[src/sv/smsd_pkg.sv]
// Shared types and constants of the segment mean and deviation block.
package smsd_pkg;

   localparam int MAX_LEN     = 4096;
   localparam int SAMPLE_BITS = 16;
   localparam int MEAN_W      = 16;
   localparam int SD_W        = 15;
   localparam int COUNT_W     = $clog2(MAX_LEN + 1);
   localparam int SUM_W       = SAMPLE_BITS + COUNT_W - 1;
   localparam int SQ_W        = 2 * SAMPLE_BITS + COUNT_W - 1;
   localparam int DIV_W       = 2 * SUM_W;
   localparam int DVS_W       = COUNT_W + 1;
   localparam int JQ_DEPTH    = 2;
   localparam int JQ_PTR_W    = $clog2(JQ_DEPTH);
   localparam int JQ_CNT_W    = $clog2(JQ_DEPTH + 1);

   typedef struct packed {
      logic signed [SAMPLE_BITS-1:0] sample;
      logic                          has_sample;
      logic                          end_of_segment;
   } req_type;

   typedef struct packed {
      logic signed [MEAN_W-1:0] mean;
      logic [SD_W-1:0]          std_dev;
      logic [COUNT_W-1:0]       sample_count;
      logic                     empty_flag;
      logic                     overflow_flag;
   } rsp_type;

   // One closed segment handed from the front end to the back end.
   typedef struct packed {
      logic signed [SUM_W-1:0] sum;
      logic [SQ_W-1:0]         sumsq;
      logic [COUNT_W-1:0]      count;
      logic                    dropped;
   } job_type;

   typedef struct packed {
      logic             start;
      logic [DIV_W-1:0] numer;
      logic [DVS_W-1:0] denom;
   } div_req_type;

   typedef struct packed {
      logic             done;
      logic [DIV_W-1:0] quot;
   } div_rsp_type;

endpackage

[src/sv/segment_mean_stdev_core.sv]
// Segment mean and standard deviation: top level.
//
// Input queue side: drive req_data and raise req_push; a beat is taken at
// each edge with req_push high and req_full low. A beat may carry a sample
// (has_sample) and may close the segment (end_of_segment); the sample of
// a closing beat belongs to the segment it closes. Samples past MAX_LEN in
// one segment are dropped and reported by overflow_flag.
// The front end accumulates one beat per cycle while req_full is low. A closing beat hands the
// segment sums to a two-entry job queue; req_full is high while it is full.
// Result queue side: while rsp_empty is low, rsp_data holds the oldest
// result; rsp_pop takes it. A stalled result holds, and the back end
// waits with the next finished result until the register frees.
// A non-empty segment's result comes from the one-bit-per-cycle shared
// divider, run three times (twice when the variance clamps to zero), and
// the one-bit-per-cycle square root; an empty segment skips both. The back
// end takes a new segment only once the last result is in the result
// register. Non-closing beats go at one a cycle while req_full is low.
// Reset (synchronous) clears the accumulators, the job queue and the
// result register.
module segment_mean_stdev_core
   import smsd_pkg::*;
(
   input  logic    clock,
   input  logic    reset,
   input  logic    req_push,
   output logic    req_full,
   input  req_type req_data,
   output logic    rsp_empty,
   input  logic    rsp_pop,
   output rsp_type rsp_data
);

   logic        jq_push;
   logic        jq_full;
   job_type     jq_wdata;
   logic        jq_pop;
   logic        jq_empty;
   job_type     jq_rdata;
   div_req_type div_req;
   div_rsp_type div_rsp;

   smsd_front u_front (
      .clock    (clock),
      .reset    (reset),
      .req_push (req_push),
      .req_full (req_full),
      .req_data (req_data),
      .jq_push  (jq_push),
      .jq_full  (jq_full),
      .jq_data  (jq_wdata)
   );

   smsd_job_queue u_jq (
      .clock     (clock),
      .reset     (reset),
      .push      (jq_push),
      .push_data (jq_wdata),
      .full      (jq_full),
      .pop       (jq_pop),
      .empty     (jq_empty),
      .pop_data  (jq_rdata)
   );

   smsd_div u_div (
      .clock (clock),
      .reset (reset),
      .req   (div_req),
      .rsp   (div_rsp)
   );

   smsd_back u_back (
      .clock     (clock),
      .reset     (reset),
      .jq_empty  (jq_empty),
      .jq_pop    (jq_pop),
      .jq_data   (jq_rdata),
      .div_req   (div_req),
      .div_rsp   (div_rsp),
      .rsp_empty (rsp_empty),
      .rsp_pop   (rsp_pop),
      .rsp_data  (rsp_data)
   );

endmodule

[src/sv/smsd_front.sv]
// Front end: per-sample accumulation of count, sum and sum of squares.
module smsd_front
   import smsd_pkg::*;
(
   input  logic    clock,
   input  logic    reset,
   input  logic    req_push,
   output logic    req_full,
   input  req_type req_data,
   output logic    jq_push,
   input  logic    jq_full,
   output job_type jq_data
);

   logic signed [SUM_W-1:0]         sum_ff, sum_in;
   logic [SQ_W-1:0]                 sumsq_ff, sumsq_in;
   logic [COUNT_W-1:0]              count_ff, count_in;
   logic                            drop_ff, drop_in;
   logic                            accept;
   logic                            take;
   logic signed [2*SAMPLE_BITS-1:0] square;

   assign req_full = jq_full;
   assign accept   = req_push && !jq_full;
   assign take     = req_data.has_sample && (count_ff < COUNT_W'(MAX_LEN));
   assign square   = req_data.sample * req_data.sample;

   always_comb begin
      sum_in   = sum_ff;
      sumsq_in = sumsq_ff;
      count_in = count_ff;
      drop_in  = drop_ff;
      if (take) begin
         sum_in   = sum_ff + SUM_W'(req_data.sample);
         sumsq_in = sumsq_ff + {{(SQ_W - 2*SAMPLE_BITS){1'b0}}, $unsigned(square)};
         count_in = count_ff + COUNT_W'(1);
      end else if (req_data.has_sample) begin
         drop_in = 1'b1;
      end
   end

   // The closing beat carries its own sample into the segment it closes.
   assign jq_push       = accept && req_data.end_of_segment;
   assign jq_data.sum     = sum_in;
   assign jq_data.sumsq   = sumsq_in;
   assign jq_data.count   = count_in;
   assign jq_data.dropped = drop_in;

   always_ff @(posedge clock) begin
      if (reset) begin
         sum_ff   <= '0;
         sumsq_ff <= '0;
         count_ff <= '0;
         drop_ff  <= 1'b0;
      end else if (accept) begin
         if (req_data.end_of_segment) begin
            sum_ff   <= '0;
            sumsq_ff <= '0;
            count_ff <= '0;
            drop_ff  <= 1'b0;
         end else begin
            sum_ff   <= sum_in;
            sumsq_ff <= sumsq_in;
            count_ff <= count_in;
            drop_ff  <= drop_in;
         end
      end
   end

endmodule

[src/sv/smsd_job_queue.sv]
// Short queue of closed segments between the front and back ends.
module smsd_job_queue
   import smsd_pkg::*;
(
   input  logic    clock,
   input  logic    reset,
   input  logic    push,
   input  job_type push_data,
   output logic    full,
   input  logic    pop,
   output logic    empty,
   output job_type pop_data
);

   job_type              entry_ff [JQ_DEPTH];
   logic [JQ_PTR_W-1:0]  wr_ptr_ff;
   logic [JQ_PTR_W-1:0]  rd_ptr_ff;
   logic [JQ_CNT_W-1:0]  fill_ff;
   logic                 do_push;
   logic                 do_pop;

   assign full     = (fill_ff == JQ_CNT_W'(JQ_DEPTH));
   assign empty    = (fill_ff == '0);
   assign do_push  = push && !full;
   assign do_pop   = pop && !empty;
   assign pop_data = entry_ff[rd_ptr_ff];

   always_ff @(posedge clock) begin
      if (do_push) begin
         entry_ff[wr_ptr_ff] <= push_data;
      end
   end

   always_ff @(posedge clock) begin
      if (reset) begin
         wr_ptr_ff <= '0;
         rd_ptr_ff <= '0;
         fill_ff   <= '0;
      end else begin
         if (do_push) begin
            wr_ptr_ff <= (wr_ptr_ff == JQ_PTR_W'(JQ_DEPTH - 1)) ? '0 : wr_ptr_ff + 1'b1;
         end
         if (do_pop) begin
            rd_ptr_ff <= (rd_ptr_ff == JQ_PTR_W'(JQ_DEPTH - 1)) ? '0 : rd_ptr_ff + 1'b1;
         end
         if (do_push && !do_pop) begin
            fill_ff <= fill_ff + 1'b1;
         end else if (do_pop && !do_push) begin
            fill_ff <= fill_ff - 1'b1;
         end
      end
   end

endmodule

[src/sv/smsd_div.sv]
// Restoring divider, one quotient bit per cycle, shared by the back end.
module smsd_div
   import smsd_pkg::*;
(
   input  logic        clock,
   input  logic        reset,
   input  div_req_type req,
   output div_rsp_type rsp
);

   localparam int DCNT_W = $clog2(DIV_W);

   logic [DIV_W-1:0]  quo_ff;
   logic [DVS_W:0]    rem_ff;
   logic [DVS_W-1:0]  den_ff;
   logic [DCNT_W-1:0] cnt_ff;
   logic              busy_ff;
   logic              done_ff;
   logic [DVS_W:0]    rem_sh;
   logic              fits;

   assign rem_sh = {rem_ff[DVS_W-1:0], quo_ff[DIV_W-1]};
   assign fits   = (rem_sh >= {1'b0, den_ff});

   always_ff @(posedge clock) begin
      if (req.start) begin
         quo_ff <= req.numer;
         rem_ff <= '0;
         den_ff <= req.denom;
      end else if (busy_ff) begin
         quo_ff <= {quo_ff[DIV_W-2:0], fits};
         rem_ff <= fits ? (rem_sh - {1'b0, den_ff}) : rem_sh;
      end
   end

   always_ff @(posedge clock) begin
      if (reset) begin
         busy_ff <= 1'b0;
         done_ff <= 1'b0;
         cnt_ff  <= '0;
      end else begin
         done_ff <= 1'b0;
         if (req.start) begin
            busy_ff <= 1'b1;
            cnt_ff  <= '0;
         end else if (busy_ff) begin
            cnt_ff <= cnt_ff + 1'b1;
            if (cnt_ff == DCNT_W'(DIV_W - 1)) begin
               busy_ff <= 1'b0;
               done_ff <= 1'b1;
            end
         end
      end
   end

   assign rsp.done = done_ff;
   assign rsp.quot = quo_ff;

endmodule

[src/sv/smsd_back.sv]
// Back end: per-segment mean, variance and square root, result register.
module smsd_back
   import smsd_pkg::*;
(
   input  logic        clock,
   input  logic        reset,
   input  logic        jq_empty,
   output logic        jq_pop,
   input  job_type     jq_data,
   output div_req_type div_req,
   input  div_rsp_type div_rsp,
   output logic        rsp_empty,
   input  logic        rsp_pop,
   output rsp_type     rsp_data
);

   localparam int RT_W      = SQ_W + 1;
   localparam int SQRT_TOP  = 2 * ((SQ_W - 1) / 2);
   localparam logic [RT_W-1:0]  SQRT_BIT0 = RT_W'(1) << SQRT_TOP;
   localparam logic [DIV_W-1:0] POS_MAX   = DIV_W'(2**(MEAN_W-1) - 1);
   localparam logic [DIV_W-1:0] NEG_MAX   = DIV_W'(2**(MEAN_W-1));
   localparam logic [RT_W-1:0]  SD_MAX    = RT_W'(2**SD_W - 1);

   typedef enum logic [2:0] {
      ST_IDLE,
      ST_MEAN,
      ST_PROD,
      ST_TDIV,
      ST_VDIV,
      ST_SQRT,
      ST_DONE
   } state_type;

   state_type                state_ff, state_in;
   job_type                  job_ff, job_in;
   logic                     neg_ff, neg_in;
   logic [SUM_W-1:0]         mag_ff, mag_in;
   logic signed [MEAN_W-1:0] mean_ff, mean_in;
   logic [DIV_W-1:0]         prod_ff, prod_in;
   logic [RT_W-1:0]          rad_ff, rad_in;
   logic [RT_W-1:0]          res_ff, res_in;
   logic [RT_W-1:0]          bit_ff, bit_in;
   logic                     rsp_valid_ff, rsp_valid_in;
   rsp_type                  rsp_ff, rsp_in;

   logic [DIV_W-1:0]         q_sat;
   logic [RT_W-1:0]          trial;
   logic [DIV_W-1:0]         sumsq_x;

   assign trial   = res_ff + bit_ff;
   assign sumsq_x = DIV_W'(job_ff.sumsq);

   always_comb begin
      state_in     = state_ff;
      job_in       = job_ff;
      neg_in       = neg_ff;
      mag_in       = mag_ff;
      mean_in      = mean_ff;
      prod_in      = prod_ff;
      rad_in       = rad_ff;
      res_in       = res_ff;
      bit_in       = bit_ff;
      rsp_valid_in = rsp_valid_ff && !rsp_pop;
      rsp_in       = rsp_ff;
      jq_pop       = 1'b0;
      div_req      = '0;
      q_sat        = '0;

      unique case (state_ff)
         ST_IDLE: begin
            if (!jq_empty) begin
               jq_pop = 1'b1;
               job_in = jq_data;
               neg_in = jq_data.sum[SUM_W-1];
               mag_in = jq_data.sum[SUM_W-1] ? $unsigned(-jq_data.sum)
                                             : $unsigned(jq_data.sum);
               if (jq_data.count == '0) begin
                  mean_in  = '0;
                  res_in   = '0;
                  state_in = ST_DONE;
               end else begin
                  // Round half away from zero: (2|s| + n) / 2n.
                  div_req.start = 1'b1;
                  div_req.numer = DIV_W'({mag_in, 1'b0}) + DIV_W'(jq_data.count);
                  div_req.denom = {jq_data.count, 1'b0};
                  state_in      = ST_MEAN;
               end
            end
         end
         ST_MEAN: begin
            if (div_rsp.done) begin
               if (neg_ff) begin
                  q_sat   = (div_rsp.quot > NEG_MAX) ? NEG_MAX : div_rsp.quot;
                  mean_in = -$signed(q_sat[MEAN_W-1:0]);
               end else begin
                  q_sat   = (div_rsp.quot > POS_MAX) ? POS_MAX : div_rsp.quot;
                  mean_in = $signed(q_sat[MEAN_W-1:0]);
               end
               prod_in  = mag_ff * mag_ff;
               state_in = ST_PROD;
            end
         end
         ST_PROD: begin
            div_req.start = 1'b1;
            div_req.numer = prod_ff;
            div_req.denom = DVS_W'(job_ff.count);
            state_in      = ST_TDIV;
         end
         ST_TDIV: begin
            if (div_rsp.done) begin
               res_in = '0;
               bit_in = SQRT_BIT0;
               if (sumsq_x >= div_rsp.quot) begin
                  div_req.start = 1'b1;
                  div_req.numer = sumsq_x - div_rsp.quot;
                  div_req.denom = DVS_W'(job_ff.count);
                  state_in      = ST_VDIV;
               end else begin
                  // Rounding pushed the difference below zero: clamp.
                  rad_in   = '0;
                  state_in = ST_SQRT;
               end
            end
         end
         ST_VDIV: begin
            if (div_rsp.done) begin
               rad_in   = div_rsp.quot[RT_W-1:0];
               state_in = ST_SQRT;
            end
         end
         ST_SQRT: begin
            if (bit_ff == '0) begin
               state_in = ST_DONE;
            end else begin
               if (rad_ff >= trial) begin
                  rad_in = rad_ff - trial;
                  res_in = (res_ff >> 1) + bit_ff;
               end else begin
                  res_in = res_ff >> 1;
               end
               bit_in = bit_ff >> 2;
            end
         end
         ST_DONE: begin
            // Hold until the result register is free.
            if (!rsp_valid_ff) begin
               rsp_valid_in          = 1'b1;
               rsp_in.mean           = mean_ff;
               rsp_in.std_dev        = (res_ff > SD_MAX) ? SD_MAX[SD_W-1:0]
                                                         : res_ff[SD_W-1:0];
               rsp_in.sample_count   = job_ff.count;
               rsp_in.empty_flag     = (job_ff.count == '0);
               rsp_in.overflow_flag  = job_ff.dropped;
               state_in              = ST_IDLE;
            end
         end
         default: begin
            state_in = ST_IDLE;
         end
      endcase
   end

   always_ff @(posedge clock) begin
      if (reset) begin
         state_ff     <= ST_IDLE;
         rsp_valid_ff <= 1'b0;
      end else begin
         state_ff     <= state_in;
         rsp_valid_ff <= rsp_valid_in;
      end
      job_ff  <= job_in;
      neg_ff  <= neg_in;
      mag_ff  <= mag_in;
      mean_ff <= mean_in;
      prod_ff <= prod_in;
      rad_ff  <= rad_in;
      res_ff  <= res_in;
      bit_ff  <= bit_in;
      rsp_ff  <= rsp_in;
   end

   assign rsp_empty = !rsp_valid_ff;
   assign rsp_data  = rsp_ff;

endmodule

[config.mk]
export PLATFORM = sky130hd
export DESIGN_NAME = segment_mean_stdev_core
export DESIGN_NICKNAME = d
export VERILOG_FILES = /design/src/sv/smsd_pkg.sv /design/src/sv/segment_mean_stdev_core.sv /design/src/sv/smsd_front.sv /design/src/sv/smsd_job_queue.sv /design/src/sv/smsd_div.sv /design/src/sv/smsd_back.sv
export SDC_FILE = /design/constraint.sdc
export NUM_CORES = 2
export LEC_CHECK = 0
export BUFFER_PORTS_ARGS = -buffer_cell sky130_fd_sc_hd__buf_2
export CORE_MARGIN = 1
export CORE_UTILIZATION = 45
export CTS_CLUSTER_SIZE = 30
export DETAILED_ROUTE_END_ITERATION = 10
export GPL_TIMING_DRIVEN = 0
export SYNTH_ARGS = -nofsm -noshare
export SYNTH_HDL_FRONTEND = slang
export SYNTH_HIERARCHICAL = 1
export SYNTH_SLANG_ARGS = --single-unit
[constraint.sdc]
create_clock -name clock -period 11 [get_ports clock]
set_input_delay 2.2 -clock clock [delete_from_list [all_inputs] [get_ports clock]]
set_output_delay 2.2 -clock clock [all_outputs]
set_load 0.02 [all_outputs]
==> flow_summary.yaml <==
run_status:
  run_status: "finished clean"
worst_setup_path:
  cp_data_required_time_ps: 11480
  start_kind: "primary input"
  crit_family: "adder cells"
  crit_top_cell: "fa_1"
  cp_max_fo: 10
  max_stage_delay_ps: 530
  crit_type: "in2reg"
  worst_path_max_delay_cell: "fa_1"
  crit_buf_inv: 7
  end_kind: "flop"
  arrival_ps: 10980
floorplan:
  die_y_um: 403
  io_pins: 70
  num_rows: 146
  die_w_um: 403
  die-area_mm2: 0.163
  initial_core_util: 0.455
  core-area_mm2: 0.159
drt:
  vias: 54800
  drtIter0Drc: 4208
  drc: 0
  wire_per_inst_um: 22.4
  ant_nets: 0
  drtPass1Iterations: 6
  viasPerCell: 5.56
  routed_wl_um: 221000
job:
  drv_cap: 0
clock_tree:
  clock-root-buffer: "clkbuf_16"
  cts_htree_levels: 3
  post_cts_buffers: 0
  cts_buffer_depth: 3
  cts_hold_buf: 0
  insertion_delay_ps: 670
  numCtsBuffers: 74
  cts_tree: "yes"
  path_clk_slew_ps: 70
  clock-sinks: 675
synth:
  synthDominantCellAreaShare: 0.236
  async_reset_ff_frac: 0
  avgSynthCellArea_um2: 9.68
  synth_nets: 8878
  synth_area_leaders: "fa_1 24%, edfxtp_1 23%, ha_1 9.0%"
  synth-edff-count: 558
  ys_warn_count: 6
  synth_cells: 7480
  seq_area_frac_synth: 0.264
  synth_area_mm2: 0.0724
  synth_largest_area_cell: "fa_1"
  synthFlopType: "edfxtp_1"
  synth_cell_types: 113
  ys_ff_latch: 675
final_layout:
  area_delta_synth_final_pct: 8.09
  final_cell_mix: "1302 x inv_1, 854 x fa_1, 694 x nand2_1"
  design_area_mm2: 0.0783
  fin_nets: 9029
  mostFrequentLayoutCell: "inv_1"
  drive_above_1_share: 0.0650
placement:
  pre_cts_slack_ps: -790
  dp_hpwl_um: 179000
  gp_congestion: 0.959
  port_buffers: 69
  placed_area_mm2: 0.0758
global_routing:
  grt_max_degree: 54
  grt_pass1_vias: 55800
  antenna_found_initial: 18
  grt-ovfl-total: 0
  grt_pass1_wl_um: 338000
  grt_use_total: 0.273
timing:
  post-route-min-period_ps: 10510
  fmax_ghz: 0.0952
  relSlewSlack: 0.171
  finalMaxSlewViolations: 0
  timing.final.ws_setup_ps: 493
  worst_slew_pin_slew_ps: 1230
  skew_ps: 23.9
  fin_crit_sh: 0.955
  hold_viol: 0
  setup_violations: 0
  rsz0062_at_grt: "no"
hold_path:
  hp-class: "reg2reg"
-- path summary, 6_finish.rpt --
check | from | endpoint | cells past startpoint | slack [ps]
worst max-delay path | req_data[3] | u_jq/entry_ff[1][50] | 33 | 490
worst min-delay path | u_back/mean_ff[6] | u_back/rsp_data[36] | 0 | 420
worst min register to register | u_back/mean_ff[6] | u_back/rsp_data[36] | 0 | 420
worst max register to register | u_back/mag_ff[13] | u_back/prod_ff[53] | 24 | 1180
-- worst reg2reg max path, cell delays in order (launching register included) --
cell	delay, ps
edfxtp_1	330
clkbuf_1	810
clkbuf_1	970
nand2_1	300
fa_1	600
inv_1	50
fa_1	400
fa_1	540
inv_1	50
fa_1	540
inv_1	60
fa_1	520
fa_1	450
fa_1	570
ha_1	430
and3_1	200
and3_1	260
nand3_1	120
a211oi_1	600
nor2_1	230
o221ai_1	380
a31oi_1	210
o21ai_0	370
nor3_1	100
nor3_1	470
-- repair_timing --
action | 4_1_cts | 5_1_grt
gates resized for setup | 1 | 21
setup endpoints to repair | 8 | 35
hold endpoints to repair | 0 | 0
-- Yosys cell counts (15+ instances only) --
library cell	count
inv_1	1303
fa_1	854
nand2_1	695
edfxtp_1	558
ha_1	522
nor2_1	379
o21ai_0	356
a21oi_1	304
clkbuf_1	239
and2_1	235
xnor2_1	215
xor2_1	169
a21o_1	150
dfxtp_1	117
mux2_2	105
nand3_1	100
a31oi_1	73
and3_1	72
a22oi_1	69
nor3_1	65
nor2b_1	64
nand4_1	61
o21bai_1	56
nand2b_1	50
nor4_1	46
or3_1	43
a211oi_1	41
mux2_4	40
o21a_1	36
o211ai_1	25
buf_2	24
o21ai_1	21
a22o_1	20
a311oi_1	18
nor3b_1	18
o31ai_1	18
a31o_2	15
-- metrics by stage --
stage          cells  hold slack (ps)   util  TNS, ps
5_1_grt         9840              425  0.492        0
6_report        9844              420  0.492        0
3_3_place_gp    9695              405  0.474   -22690
3_5_place_dp    9709              406  0.476   -23150
2_1_floorplan   7480              400      -        0
4_1_cts         9843              420  0.492        0
-- cell type report --
type / instances / area (um2)
fillers: 14900 / 80800
repair buffers: 83 / 598
inverters: 1308 / 4910
clock inverters: 45 / 487
well taps: 2146 / 2690
flip-flops and latches: 675 / 19100
plain buffers: 290 / 1270
clock buffers: 89 / 2020
multi-input cells: 5199 / 47200
diodes: 9 / 22.5
-- per-layer routing --
metal | share of wire | GRT usage | up-vias
met5 | 0 | 0 | -
met4 | 0.042 | 0.107 | 0
met3 | 0.062 | 0.0330 | 354
met2 | 0.47 | 0.457 | 1915
met1 | 0.42 | 0.362 | 27300
li1 | - | - | 25200
-- kinds of logic after synthesis --
group                      after synthesis  synth area share
adders and majority gates             1376             0.326
AOI/OAI and AO/OA                     1380             0.125
muxes                                  157            0.0263
xor gates and xnor gates               384            0.0464
buffers and inverters                 1606            0.0855
and+or+nand+nor                       1902             0.127
DFF                                    675             0.264
-- state kept, by name, indices dropped and copies added (netlist names), 6 cells and up, named ones only --
signal            flops
u_back/bit_ff        22
u_back/job_ff        58
u_back/mag_ff        28
u_back/mean_ff       16
u_back/prod_ff       55
u_back/rad_ff        45
u_back/res_ff        45
u_back/rsp_data      46
u_div/cnt_ff          6
u_div/den_ff         14
u_div/quo_ff         56
u_div/rem_ff         14
u_front/count_ff     13
u_front/sum_ff       28
u_front/sumsq_ff     44
u_jq/entry_ff       172
Power is not shown: default switching activity piles up to over one toggle a cycle in this logic, so the estimate is an artifact.
